===== config.mk =====
export PLATFORM = sky130hd
export DESIGN_NAME = act_out
export DESIGN_NICKNAME = d
export VERILOG_FILES = /design/src/rtl/core/act_pkg.sv /design/src/rtl/core/act_out.sv
export SDC_FILE = /design/constraint.sdc
export NUM_CORES = 1
export LEC_CHECK = 0
export BUFFER_PORTS_ARGS = -buffer_cell sky130_fd_sc_hd__buf_2
export CAP_MARGIN = 20
export CORE_ASPECT_RATIO = 0.8
export CORE_MARGIN = 10
export CORE_UTILIZATION = 36
export DETAILED_ROUTE_END_ITERATION = 10
export PLACE_DENSITY_LB_ADDON = 0.15
export SETUP_SLACK_MARGIN = 0.05
export SYNTH_ARGS = -nofsm -noshare
export SYNTH_HDL_FRONTEND = slang
export SYNTH_SLANG_ARGS = --single-unit

===== constraint.sdc =====
create_clock -name clk -period 1.3 [get_ports clk]
set_clock_uncertainty 0.1 [all_clocks]
set_input_delay 0.065 -clock clk [delete_from_list [all_inputs] [get_ports clk]]
set_output_delay 0.065 -clock clk [all_outputs]
set_load 0.02 [all_outputs]

===== src/rtl/core/act_pkg.sv =====
package act_pkg;

  // default table size and register reset values
  localparam int unsigned ENTRIES_DEF = 128;
  localparam logic [15:0] TIMEOUT_RST = 16'd15;

  // item kinds carried on in_tuser
  localparam logic [1:0] OP_LOOKUP = 2'd0;
  localparam logic [1:0] OP_INSERT = 2'd1;
  localparam logic [1:0] OP_TICK   = 2'd2;

  // insert outcome codes
  localparam logic [1:0] STAT_NONE  = 2'd0;
  localparam logic [1:0] STAT_ADDED = 2'd1;
  localparam logic [1:0] STAT_DUP   = 2'd2;
  localparam logic [1:0] STAT_FULL  = 2'd3;

  // one tag word of the table: valid mark, address and insertion second
  typedef struct packed {
    logic        valid;
    logic [31:0] ip;
    logic [31:0] stamp;
  } tag_t;

  // write request from the sequencer to the table memories
  typedef struct packed {
    logic        tag_we;
    logic        mac_we;
    tag_t        tag;
    logic [47:0] mac;
  } mem_wr_t;

  // one result item
  typedef struct packed {
    logic [1:0]  status;
    logic [47:0] mac;
    logic        hit;
  } res_t;

endpackage


===== src/rtl/core/act_out.sv =====
module act_out
  import act_pkg::*;
(
  input  logic  clk,
  input  logic  rst_n,
  input  logic  res_valid,
  output logic  res_ready,
  input  res_t  res,
  output logic  out_valid,
  input  logic  out_ready,
  output res_t  out_res
);

  logic valid_r, valid_nxt;
  res_t data_r;

  assign res_ready = !valid_r || out_ready;
  assign out_valid = valid_r;
  assign out_res   = data_r;

  // output register: refilled when empty or when its transfer completes
  always_comb begin
    valid_nxt = valid_r;
    if (res_ready) begin
      valid_nxt = res_valid;
    end
  end

  always_ff @(posedge clk) begin
    if (!rst_n) begin
      valid_r <= 1'b0;
    end else begin
      valid_r <= valid_nxt;
    end
    if (res_valid && res_ready) begin
      data_r <= res;
    end
  end

endmodule

* Word-level counts from Yosys, hierarchy flattened
Index checks and enable logic that the tools add are counted.
** Operators by class
- Reductions and logical operators :: 3
** Operator list (number)
- $logic_and 1x1->1 :: 1
- $logic_not 1->1 :: 1
- $logic_or 1x1->1 :: 1
** Word-level totals
- Word-level logic and storage cells :: 7
- Flip-flop bits (word level) :: 52
- Input bits :: 55
- Output and inout port bits :: 53

* Longest topological paths before layout
- Depth in word-level cells :: 3
- Gate-level depth with buffers :: 2
- Gate-level depth less buffers :: 2

* Worst setup path after synthesis
OpenSTA, ideal clock, no wires.
- Path type :: reg2reg
- From :: register valid_r (netlist: out_valid)
- To :: register data_r (netlist bit out_res[0]) (enable)
- Data required time :: 0.828 ns
- Arrival :: 1.000 ns
- Path buffers :: 0
- Path slack :: -0.172 ns
- Cell stages (with the launch flop) :: 3
- Clock period less this slack :: 1.472 ns
- Setup time :: 0.372 ns
- Cells stage by stage :: dfxtp_1 nand2b_4 and2_4
** Between the ends
- Cells in the longest elaborated chain, start to end :: 3
** Ends and longest elaborated chain
- start, declared :: RTL line act_out.sv:14 : logic valid_r, valid_nxt;
- start signal, assigned :: RTL line act_out.sv:33 : valid_r <= valid_nxt;
- $logic_not 1->1 :: RTL line act_out.sv:17 : assign res_ready = !valid_r || out_ready;
- $logic_or 1x1->1 :: RTL line act_out.sv:17
- named net res_ready :: RTL line act_out.sv:7 : output logic res_ready,
- $logic_and 1x1->1 :: RTL line act_out.sv:35 : if (res_valid && res_ready) begin
- end signal, assigned :: RTL line act_out.sv:36 : data_r <= res;
- end, declared :: RTL line act_out.sv:15 : res_t data_r;
The timed path passes the listed nets, and every way through them passes these cells.
A chain may end at the register's enable or synchronous reset.

* Final worst setup path
- From :: input res_valid
- To :: register data_r (netlist bit out_res[37]) (enable)
** Between the ends
- Cells in the longest elaborated chain, start to end :: 1
** Ends and longest elaborated chain
- start, declared :: RTL line act_out.sv:6 : input logic res_valid,
- $logic_and 1x1->1 :: RTL line act_out.sv:35
Every way passes these cells.

==> impl_metrics.env <==
export IMPL_gp_routability_congestion=0.719
export IMPL_syn_area_um2=1590
export IMPL_holdCritPathClass="input pin to register"
export IMPL_critPathLaunch="res_valid"
export IMPL_fp_dieH_um=79.4
export IMPL_antenna_found_initial=0
export IMPL_synth_area_leaders="sky130_fd_sc_hd__edfxtp_1 (96%), sky130_fd_sc_hd__dfxtp_1 (1.3%), sky130_fd_sc_hd__nand2b_4 (0.87%)"
export IMPL_syn_num_nets=111
export IMPL_fmax_mhz=846
export IMPL_cts_root_buf="sky130_fd_sc_hd__clkbuf_8"
export IMPL_detail_route_wirelength_um=4590
export IMPL_detail_route_antenna_nets=0
export IMPL_nFillCells=297
export IMPL_postLayoutCoreUtil_pct=67.3
export IMPL_synthMostInstantiatedCell="sky130_fd_sc_hd__edfxtp_1"
export IMPL_worst_slew_margin_rel_pct=90.7
export IMPL_layout_min_cycle_time_ns=1.18
export IMPL_first_global_vias=1384
export IMPL_outcome="finished with violations"
export IMPL_drt_iter0_markers=18
export IMPL_fp_dieArea_um2=7490
export IMPL_worstSetupStartpointType="input pin"
export IMPL_layout_drive_gt1_share_pct=52.9
export IMPL_clock_insertion_delay_worst_skew_ns=0.28
export IMPL_dieWidth_um=94.3
export IMPL_cts_sinks=52
export IMPL_route_vias_total=1171
export IMPL_syn_avg_cell_area_um2=28.4
export IMPL_route_met3_wl_um=667
export IMPL_grtUsageTotal_pct=12.1
export IMPL_ys_ff_latch=52
export IMPL_clock_tree_from_tritoncts="built"
export IMPL_core_area_um2=4230
export IMPL_syn_inst=56
export IMPL_htreeDepth=2
export IMPL_synth_distinct_cells=6
export IMPL_grt_start_max_net_pins=27
export IMPL_grt_setup_unrepaired="no"
export IMPL_failed_checks="negative hold slack"
export IMPL_ctsHoldBuffers=53
export IMPL_remaining_drc_errors=0
export IMPL_synthArstFlopShare_pct=0
export IMPL_antenna_cells=0
export IMPL_hold_slack_final_ns=-0.0483
export IMPL_max_slew_worst_pin_slew_ns=0.139
export IMPL_floorplan_io_pins=108
export IMPL_synthDominantCellAreaShare_pct=96.4
export IMPL_finalSetupViolCount=0
export IMPL_port_buffer_count=107
export IMPL_fin_cells=282
export IMPL_minimum_setup_slack_among_reg_to_reg_paths_ns=0.13
export IMPL_slew_viol_final=0
export IMPL_vdd_ir_drop_max_uv=781
export IMPL_critPathRequiredTime_ns=1.19
export IMPL_timing_rr_start="out_valid"
export IMPL_hold_viol_final=1
export IMPL_finalNetCount=280
export IMPL_postCtsSetupRepairBufs=0
export IMPL_area_growth_syn_to_layout_pct=79.2
export IMPL_critPathCaptureType="register"
export IMPL_synth_area_leader_cell="sky130_fd_sc_hd__edfxtp_1"
export IMPL_initial_utilization_pct=37.6
export IMPL_hpwl_um=3150
export IMPL_topRoutingLayerUsed="met3"
export IMPL_synth_edff_count=51
export IMPL_r2r_worst_path_cells=3
export IMPL_setup_total_negative_slack_ns=0
export IMPL_via_per_inst=4.15
export IMPL_critical_path_arrival_ns=1.08
export IMPL_grt_pass1_wl_um=7090
export IMPL_max_cap_violations=0
export IMPL_post_route_period_util_pct=90.9
export IMPL_ys_flop_type="sky130_fd_sc_hd__edfxtp_1"
export IMPL_post_drt_wl_per_cell_um=16.3
export IMPL_clk_path_buf_depth=2
export IMPL_power_per_cell_area_nw_per_um2=1150
export IMPL_detail_route_first_pass_iterations=4
export IMPL_path_clk_slew_ns=0.08
export IMPL_leakagePower_uw=0.00122
export IMPL_met2RoutedLength_um=2360
export IMPL_m1WireLength_um=1560
export IMPL_yosys_warnings=0
export IMPL_hold_path_cell_count=3
export IMPL_rows=21
export IMPL_timing_worst_setup_path_type="input pin to register"
export IMPL_placed_cells=222
export IMPL_synth_seq_area_share_pct=97.6
export IMPL_total_clock_buffers_created_by_cts=5
export IMPL_hold_path_startpoint="out_ready"
export IMPL_crit_path_max_fanout=26
export IMPL_grt_overflow=0
export IMPL_resized_after_cts=0
## flip-flops by register name, indices dropped and copies added, names as in the netlist
| register | count |
|---|---|
| out_valid | 1 |
| out_res | 51 |
## layout by cell type (no fill, tap or decap), drive strengths merged
master       Yosys  final
buf              0    109
dlygate4sd3      0     53
edfxtp          51     51
clkbuf           0      6
nand2b           1      1
inv              1      1
a21boi           1      1
and2             1      1
clkinv           0      1
dfxtp            1      1
## worst max-delay path, stage by stage
cell                            delay, ns
sky130_fd_sc_hd__dlygate4sd3_1       0.53
sky130_fd_sc_hd__buf_2               0.12
sky130_fd_sc_hd__and2_4              0.17
sky130_fd_sc_hd__buf_12              0.18
## kinds of logic after synthesis
| group | after synthesis | synth area share, % |
|---|---|---|
| AO/OA/AOI/OAI | 1 | 0.709 |
| buffers and inverters | 1 | 0.236 |
| flip-flops | 52 | 97.6 |
| AND/OR/NAND/NOR | 2 | 1.42 |
## metal layers
layer | GRT usage (%) | up-vias
met1 | 11.3 | 547
met3 | 7.99 | 0
met2 | 21.6 | 67
met4 | 2.73 | 0
li1 | - | 557
met5 | 0 | -
## where the power goes
| group | switching (uW) | internal (uW) |
|---|---|---|
| clock network | 444 | 366 |
| logic | 250 | 244 |
| registers | 22.7 | 1950 |
## final timing paths
kind / to
setup reg to reg: out_res[37]
hold reg to reg: out_valid
hold / removal: out_valid
setup / recovery: out_res[37]
## through the flow
| step | worst slack, ns | cell area [um^2] | power (uW) |
|---|---|---|---|
| global placement | 0.148 | 2240 | 2380 |
| finish | 0.118 | 2850 | 3280 |
| CTS | 0.116 | 2850 | 3320 |
| floorplan | -0.117 | 1590 | 2180 |
| global route | 0.0871 | 2850 | 3420 |
| detailed placement | 0.125 | 2240 | 2390 |
## cell type report
cell class              instances  area, um^2  area share [%]
inverters                       1        3.75           0.132
repair buffers                162        1110            38.8
flip-flops and latches         52        1560            54.6
clock inverters                 1        5.00           0.176
well taps                      57        71.3            2.50
clock buffers                   6        72.6            2.55
multi-input cells               3        33.8            1.19
No activity file was read; power rests on OpenSTA's default activity.
