**config.mk**
```make
export PLATFORM = sky130hd
export DESIGN_NAME = act_ctrl
export DESIGN_NICKNAME = d
export VERILOG_FILES = /design/src/rtl/core/act_pkg.sv /design/src/rtl/core/act_ctrl.sv
export SDC_FILE = /design/constraint.sdc
export NUM_CORES = 1
export LEC_CHECK = 0
export ABC_AREA = 1
export ABC_CLOCK_PERIOD_IN_PS = 5500
export BUFFER_PORTS_ARGS = -buffer_cell sky130_fd_sc_hd__buf_4
export CAP_MARGIN = 30
export CORE_UTILIZATION = 53
export DETAILED_ROUTE_END_ITERATION = 8
export PLACE_DENSITY_LB_ADDON = 0.3
export REMOVE_ABC_BUFFERS = 1
export SLEW_MARGIN = 5
export SYNTH_ARGS = -nofsm -noshare
export SYNTH_HDL_FRONTEND = slang
export SYNTH_SLANG_ARGS = --single-unit
```
**constraint.sdc**
```tcl
create_clock -name clk -period 5.5 [get_ports clk]
set_input_delay 0 -clock clk [delete_from_list [all_inputs] [get_ports clk]]
set_output_delay 0 -clock clk [all_outputs]
set_load 0.05 [all_outputs]
```
**src/rtl/core/act_pkg.sv**
```systemverilog
package act_pkg;

  // default table size and register reset values
  localparam int unsigned ENTRIES_DEF = 128;
  localparam logic [15:0] TIMEOUT_RST = 16'd15;

  // item kinds carried on in_tuser
  localparam logic [1:0] OP_LOOKUP = 2'd0;
  localparam logic [1:0] OP_INSERT = 2'd1;
  localparam logic [1:0] OP_TICK   = 2'd2;

  // insert outcome codes
  localparam logic [1:0] STAT_NONE  = 2'd0;
  localparam logic [1:0] STAT_ADDED = 2'd1;
  localparam logic [1:0] STAT_DUP   = 2'd2;
  localparam logic [1:0] STAT_FULL  = 2'd3;

  // one tag word of the table: valid mark, address and insertion second
  typedef struct packed {
    logic        valid;
    logic [31:0] ip;
    logic [31:0] stamp;
  } tag_t;

  // write request from the sequencer to the table memories
  typedef struct packed {
    logic        tag_we;
    logic        mac_we;
    tag_t        tag;
    logic [47:0] mac;
  } mem_wr_t;

  // one result item
  typedef struct packed {
    logic [1:0]  status;
    logic [47:0] mac;
    logic        hit;
  } res_t;

endpackage

```
**src/rtl/core/act_ctrl.sv**
```systemverilog
module act_ctrl
  import act_pkg::*;
#(
  parameter int unsigned ENTRIES = ENTRIES_DEF,
  parameter int unsigned AW      = $clog2(ENTRIES)
) (
  input  logic          clk,
  input  logic          rst_n,
  // item side
  input  logic          item_valid,
  output logic          item_ready,
  input  logic [1:0]    item_op,
  input  logic [31:0]   item_ip,
  input  logic [47:0]   item_mac,
  // timeout register
  input  logic          cfg_wr_en,
  input  logic [15:0]   cfg_wr_data,
  // table memories
  output logic [AW-1:0] rd_addr,
  input  tag_t          rd_tag,
  input  logic [47:0]   rd_mac,
  output logic [AW-1:0] wr_addr,
  output mem_wr_t       wr,
  // result side
  output logic          res_valid,
  input  logic          res_ready,
  output res_t          res
);

  localparam logic [AW-1:0] LAST = AW'(ENTRIES - 1);

  typedef enum logic [2:0] {
    S_CLEAR,
    S_IDLE,
    S_SCAN,
    S_WRITE,
    S_DONE
  } state_t;

  state_t        state_r, state_nxt;
  logic [AW-1:0] addr_r, addr_nxt;
  logic [AW-1:0] cmp_addr_r, cmp_addr_nxt;
  logic [AW-1:0] free_addr_r, free_addr_nxt;
  logic          issuing_r, issuing_nxt;
  logic          pend_r, pend_nxt;
  logic          free_found_r, free_found_nxt;
  logic          dup_r, dup_nxt;
  logic [31:0]   now_r, now_nxt;
  logic [15:0]   timeout_r, timeout_nxt;
  logic [1:0]    op_r, op_nxt;
  logic [31:0]   ip_r, ip_nxt;
  logic [47:0]   mac_in_r, mac_in_nxt;
  logic          hit_r, hit_nxt;
  logic [47:0]   mac_r, mac_nxt;
  logic [1:0]    status_r, status_nxt;

  logic          tag_match;
  logic [31:0]   age;
  logic          expired;

  // compare of the entry read in the previous cycle
  assign tag_match = rd_tag.valid && (rd_tag.ip == ip_r);
  assign age       = now_r - rd_tag.stamp;
  assign expired   = rd_tag.valid && (age > {16'd0, timeout_r});

  assign rd_addr    = addr_r;
  assign item_ready = (state_r == S_IDLE);
  assign res_valid  = (state_r == S_DONE);
  assign res.hit    = hit_r;
  assign res.mac    = mac_r;
  assign res.status = status_r;

  // sequencer next state
  always_comb begin
    state_nxt      = state_r;
    addr_nxt       = addr_r;
    cmp_addr_nxt   = cmp_addr_r;
    free_addr_nxt  = free_addr_r;
    issuing_nxt    = issuing_r;
    pend_nxt       = pend_r;
    free_found_nxt = free_found_r;
    dup_nxt        = dup_r;
    now_nxt        = now_r;
    timeout_nxt    = cfg_wr_en ? cfg_wr_data : timeout_r;
    op_nxt         = op_r;
    ip_nxt         = ip_r;
    mac_in_nxt     = mac_in_r;
    hit_nxt        = hit_r;
    mac_nxt        = mac_r;
    status_nxt     = status_r;
    wr             = '0;
    wr_addr        = cmp_addr_r;

    case (state_r)
      // clearing pass over all tags after reset
      S_CLEAR: begin
        wr.tag_we = 1'b1;
        wr_addr   = addr_r;
        if (addr_r == LAST) begin
          addr_nxt  = '0;
          state_nxt = S_IDLE;
        end else begin
          addr_nxt = addr_r + 1'b1;
        end
      end

      // take an item and start the scan (op code 3 goes straight to S_DONE)
      S_IDLE: begin
        if (item_valid) begin
          op_nxt         = item_op;
          ip_nxt         = item_ip;
          mac_in_nxt     = item_mac;
          hit_nxt        = 1'b0;
          mac_nxt        = '0;
          status_nxt     = STAT_NONE;
          dup_nxt        = 1'b0;
          free_found_nxt = 1'b0;
          addr_nxt       = '0;
          issuing_nxt    = 1'b1;
          pend_nxt       = 1'b0;
          case (item_op)
            OP_LOOKUP: state_nxt = S_SCAN;
            OP_INSERT: state_nxt = S_SCAN;
            OP_TICK: begin
              now_nxt   = now_r + 32'd1;
              state_nxt = S_SCAN;
            end
            default: state_nxt = S_DONE;
          endcase
        end
      end

      // read one entry a cycle, compare each entry when its registered read returns
      S_SCAN: begin
        pend_nxt     = issuing_r;
        cmp_addr_nxt = addr_r;
        if (issuing_r) begin
          if (addr_r == LAST) begin
            issuing_nxt = 1'b0;
          end else begin
            addr_nxt = addr_r + 1'b1;
          end
        end
        if (pend_r) begin
          case (op_r)
            OP_LOOKUP: begin
              if (tag_match) begin
                hit_nxt = 1'b1;
                mac_nxt = rd_mac;
              end
            end
            OP_INSERT: begin
              if (tag_match) begin
                dup_nxt = 1'b1;
              end
              if (!rd_tag.valid && !free_found_r) begin
                free_found_nxt = 1'b1;
                free_addr_nxt  = cmp_addr_r;
              end
            end
            OP_TICK: begin
              if (expired) begin
                wr.tag_we    = 1'b1;
                wr.tag       = rd_tag;
                wr.tag.valid = 1'b0;
              end
            end
            default: begin
            end
          endcase
          if (cmp_addr_r == LAST) begin
            addr_nxt  = '0;
            state_nxt = (op_r == OP_INSERT) ? S_WRITE : S_DONE;
          end
        end
      end

      // place an insert in the first free slot, or report a duplicate or a full table
      S_WRITE: begin
        wr_addr = free_addr_r;
        if (dup_r) begin
          status_nxt = STAT_DUP;
        end else if (free_found_r) begin
          wr.tag_we    = 1'b1;
          wr.mac_we    = 1'b1;
          wr.tag.valid = 1'b1;
          wr.tag.ip    = ip_r;
          wr.tag.stamp = now_r;
          wr.mac       = mac_in_r;
          status_nxt   = STAT_ADDED;
        end else begin
          status_nxt = STAT_FULL;
        end
        state_nxt = S_DONE;
      end

      // hold the result until the output stage takes it
      S_DONE: begin
        if (res_ready) begin
          state_nxt = S_IDLE;
        end
      end

      default: state_nxt = S_IDLE;
    endcase
  end

  // state and registered outputs
  always_ff @(posedge clk) begin
    if (!rst_n) begin
      state_r   <= S_CLEAR;
      addr_r    <= '0;
      issuing_r <= 1'b0;
      pend_r    <= 1'b0;
      now_r     <= '0;
      timeout_r <= TIMEOUT_RST;
    end else begin
      state_r   <= state_nxt;
      addr_r    <= addr_nxt;
      issuing_r <= issuing_nxt;
      pend_r    <= pend_nxt;
      now_r     <= now_nxt;
      timeout_r <= timeout_nxt;
    end
    cmp_addr_r   <= cmp_addr_nxt;
    free_addr_r  <= free_addr_nxt;
    free_found_r <= free_found_nxt;
    dup_r        <= dup_nxt;
    op_r         <= op_nxt;
    ip_r         <= ip_nxt;
    mac_in_r     <= mac_in_nxt;
    hit_r        <= hit_nxt;
    mac_r        <= mac_nxt;
    status_r     <= status_nxt;
  end

endmodule

```
; After elaboration in Yosys (flattened, before gate mapping)
; Cells that the tools add are included.
[word_totals]
regBits = 209
out_inout_bits = 182
elab_cells = 116
[op_classes]
n_addsub = 3
n_lt_le_gt_ge = 1
eq_ne = 20
n_mux = 54
n_reduce_logical = 22
[op_table]
columns = operator, n
row1 = $mux W48, 5
row2 = $mux W115, 2
row3 = $mux W64, 3
row4 = $pmux W65 S2, 1
row5 = $pmux W48 S2, 1
row6 = $mux W7, 6
row7 = $add A32 B1 Y32 const B, 1
row8 = $eq A32 B32 Y1, 1
row9 = $gt A32 B16 Y1, 1
row10 = $sub A32 B32 Y32, 1
row11 = $mux W3, 7
row12 = $pmux W7 S3, 1
row13 = $reduce_and A5 Y1, 4
row14 = $mux W1, 16
row15 = $pmux W3 S5, 1
row16 = $eq A7 B7 Y1 const B, 2
row17 = $ne A2 B2 Y1 const B, 7
row18 = $pmux W7 S2, 1
row19 = $pmux W1 S2, 5
row20 = $reduce_and A2 Y1, 4
row21 = $add A7 B1 Y7 const B, 1
row22 = $eq A3 B2 Y1 const B, 2
row23 = $mux W2, 3
row24 = $eq A2 B1 Y1 const B, 2
row25 = 15 further kinds, 22

; Depth between registers and ports, before layout
[depth]
word_depth = 7
ltp_mapped = 28
ltp_nobuf = 26

; Least setup slack after synthesis
; No wires, ideal clock.
[synth_timing]
path_type = reg2reg
startpoint = register state_r[0]
endpoint = register now_r[21]
setup_ps = 128
arrival_time_ps = 4106
path_slack_ps = 1266
path_stages_with_launch = 11
n_path_buf = 0
period_less_slack_ps = 4234
cell_sequence = dfxtp_1 nand3_2 nor2_2 nand2_1 nor2_1 nand3_1 nor3_1 nand4_1 nor2_1 xor2_1 nor2_1
[synth_between]
elab_chain_len = 2
[synth_lines]
columns = element, line_no
row1 = from (decl), act_ctrl.sv:40  ; state_t state_r, state_nxt;
row2 = from (signal assigned), act_ctrl.sv:218  ; state_r <= state_nxt;
row3 = $eq A3 B1 Y1, act_ctrl.sv:94  ; case (state_r)
row4 = $reduce_and A3 Y1 (no source line), n/a
row5 = to (signal assigned), act_ctrl.sv:222  ; now_r <= now_nxt;
row6 = to (decl), act_ctrl.sv:48  ; logic [31:0] now_r, now_nxt;
; No other way between the ends.
; A chain may end at the register's enable or synchronous reset.

==> run metrics <==
H-tree lvl count 1; total power density per cell area 194.6 nW/µm²; status finished, final reports clean; largest family of logic cells by synthesized area simple AND/OR/NAND/NOR gates; Num CTS Buffers 24; Iteration-0 DRC Markers 995; Synth top cells by count nand2_1, inv_1, nor2_1, edfxtp_1, a21oi_1; combinational fraction of design power about 12%; Synth Area in XOR/XNOR 2.363%; synth unique cells 47; met1 Track Usage GR 39.80%; grt met2 use around 67%; post-synthesis simple-gate area fraction 29.86%; Internal Pwr Total 2739 µW; min cycle time layout approximately 4.7 ns; core area 23750 µm²; vias in the first global route 13890; Post-synth ARST share 0%; largest area contributor in the netlist edfxtp_1; P_sw 901.4 µW; drt wl/cell 18.09 µm; DP Wirelength 31960 µm; CTS Sinks roughly 210; Setup Viol. Count Final 0; final worst slack 0.8207 ns; Synth Area in Adders about 5%; clock skew 0.03632 ns; global placer's final weighted congestion 0.9540; insertion delay to the later sink of the worst-skew pair 0.55 ns; Post-DP Area 16230 µm²; EDFF count, synth 149; startpoint types flop; Area contributors post-synth edfxtp_1, nand2_1, inv_1; crit path max fanout 38; Worst-Margin Slew 1.004 ns; Post-Route WL between 40000 and 50000 µm; All-Layer GR Usage 37.38%; Top FF cell, synth edfxtp_1; TritonCTS clock tree done; sequential area share after synthesis 43.74%; initial antenna violation count 0; layout cell share with drive strength beyond 1 22.80%; fin crit share a little under nine tenths; first-pass GRT wire length 71160 µm; post-place setup slack around 1.4 ns; fin util about 80%; mean post-synth cell area 7.491 µm²; Mapped Cells 1732; crit path kind reg2out; hold crit path type in2reg; final net count 2560; final instance area ~19000 µm²; Final Hold Viols 0; crit path DAT 4.68 ns; Max Fclk between 200 and 250 MHz; GRT overflow 0; Rel. slew slack 33.07%; Yosys top cell area share 34.48%; Vias/cell 5.307; Max VDD drop 0.2273 mV; via count 13970; max-slew violations 0; IO Pins 398; CP Capture Type output port; Synth Area in Compound Gates 6.355%; Synth warnings 0; busiest grt layer met2; Leak approximately 0.0093 µW; post-CTS setup buffers 0; largest net degree at the start of global routing 83; most common cell in the synthesized netlist nand2_1; Starting Density 54.62%; Cell Rows 56; met3 usage 6.015%; Net Sw Frac 24.76%; synth-to-layout area growth 44.13%; WP data required roughly 5.5 ns; Die Wd 158.5 µm; die area 25110 µm²; Die Span Y around 160 µm; FILL cells 1549; drt drc 0; Sequential Power Share a little under half; Longest Clk Path Bufs 3; Syn Std Cell Area 12970 µm²; CTS Root Cell clkbuf_16; unrepaired setup endpoints after global routing false; Clk pwr share 41.5%; multiplexer share of the synthesized area 0%; ANT nets after route 0; clk slew on worst S/H paths 0.06 ns; MaxCap Viol Count 0; drt pass-1 iters 6; synthesized flop and latch total ~210; port bufs between 300 and 400
[cell usage in the layout (no fill, tap or decap), drive strengths merged, types with 11 or more instances in the layout]
master,n
nor4,11
o21ai,45
nand3,119
buf,406
nor3,21
ha,50
nand4,20
clkinv,14
dlygate4sd3,170
nand2,479
xor2,30
nor2,208
inv,374
clkbuf,28
dfxtp,60
a21oi,72
edfxtp,149
[cells by family after synthesis]
logic type,Yosys count
AOI/OAI and AO/OA,149
xor gates and xnor gates,35
buffers and inverters,418
adders and majority gates,51
and+or+nand+nor,870
DFF,209
[critical path, cell delays in order, from the launching register on]
cell	delay, ns
dfxtp_1	0.39
inv_1	0.10
ha_1	0.22
fa_1	0.41
inv_1	0.10
nand2_1	0.06
nand3_1	0.17
nand2_1	0.08
nand2_1	0.12
xor2_1	0.24
ha_1	0.16
nand2_1	0.06
nor2_1	0.13
nand3_1	0.11
nor2_1	0.14
nand4_1	0.09
nand2_1	0.09
nand3_1	0.07
nor2_1	0.10
nand2_1	0.06
nor2_1	0.16
nand2_4	0.31
buf_16	0.32
nand3_1	0.14
nand2_1	0.08
buf_4	0.19
[power groups by stage]
stage,sequential (µW),combinational (µW),clock [µW]
final,1690,440,1510
after detailed placement,1720,318,0
after global placement,1720,310,0
after CTS,1690,420,1510
after global routing,1690,473,1580
after floorplan,1730,128,0
[per-layer routing]
metal	up-vias	wire, µm
met5	-	0
met1	6370	16300
li1	6563	-
met2	811	24180
met4	0	3566
met3	224	3565
[stage by stage]
step,hold slack (ns),instances,setup TNS (ns),total power (µW)
floorplan,0.08411,1691,-252.94,1858
global placement,0.1778,2414,0,2034
detailed placement,0.1793,2415,0,2042
CTS,0.09235,2629,0,3622
global route,0.1699,2630,0,3745
finish,0.1241,2632,0,3640
[final cells by class]
cell class | instances | area, µm² | share of cell area [%]
tap | 319 | 399.1 | 2.134
clock buffer | 28 | 615.6 | 3.292
antenna | 2 | 5.005 | 0.02676
multi-input combinational | 1105 | 5679 | 30.37
clock inverter | 16 | 121.4 | 0.6490
timing repair buffer | 576 | 4790 | 25.61
sequential | 209 | 5675 | 30.35
inverter | 377 | 1415 | 7.567
[flip-flops by register name, indices dropped and copies added, names as in the netlist]
name and flops:
timeout_r 16, issuing_r 1, rd_addr 7, dup_r 1, mac_r 48, mac_in_r 48, status_r 2, op_r 2
pend_r 1, cmp_addr_r 7, ip_r 32, now_r 32, hit_r 1, free_addr_r 7, free_found_r 1, state_r 3
[final timing paths]
path | slack [ns] | start | cells past startpoint | endpoint
setup / recovery | 0.82 | now_r[0] | 25 | wr[105]
hold / removal | 0.12 | cfg_wr_en | 3 | timeout_r[8]
setup reg to reg | 2.57 | state_r[1] | 8 | mac_r[45]
hold reg to reg | 0.47 | timeout_r[10] | 2 | timeout_r[10]
[timing repair]
action / 4_1_cts / 5_1_grt
resized for setup: 0 / 0
hold buffers: 170 / 0
hold endpoints to repair: 169 / 0
No activity file was read; power rests on OpenSTA's default activity.
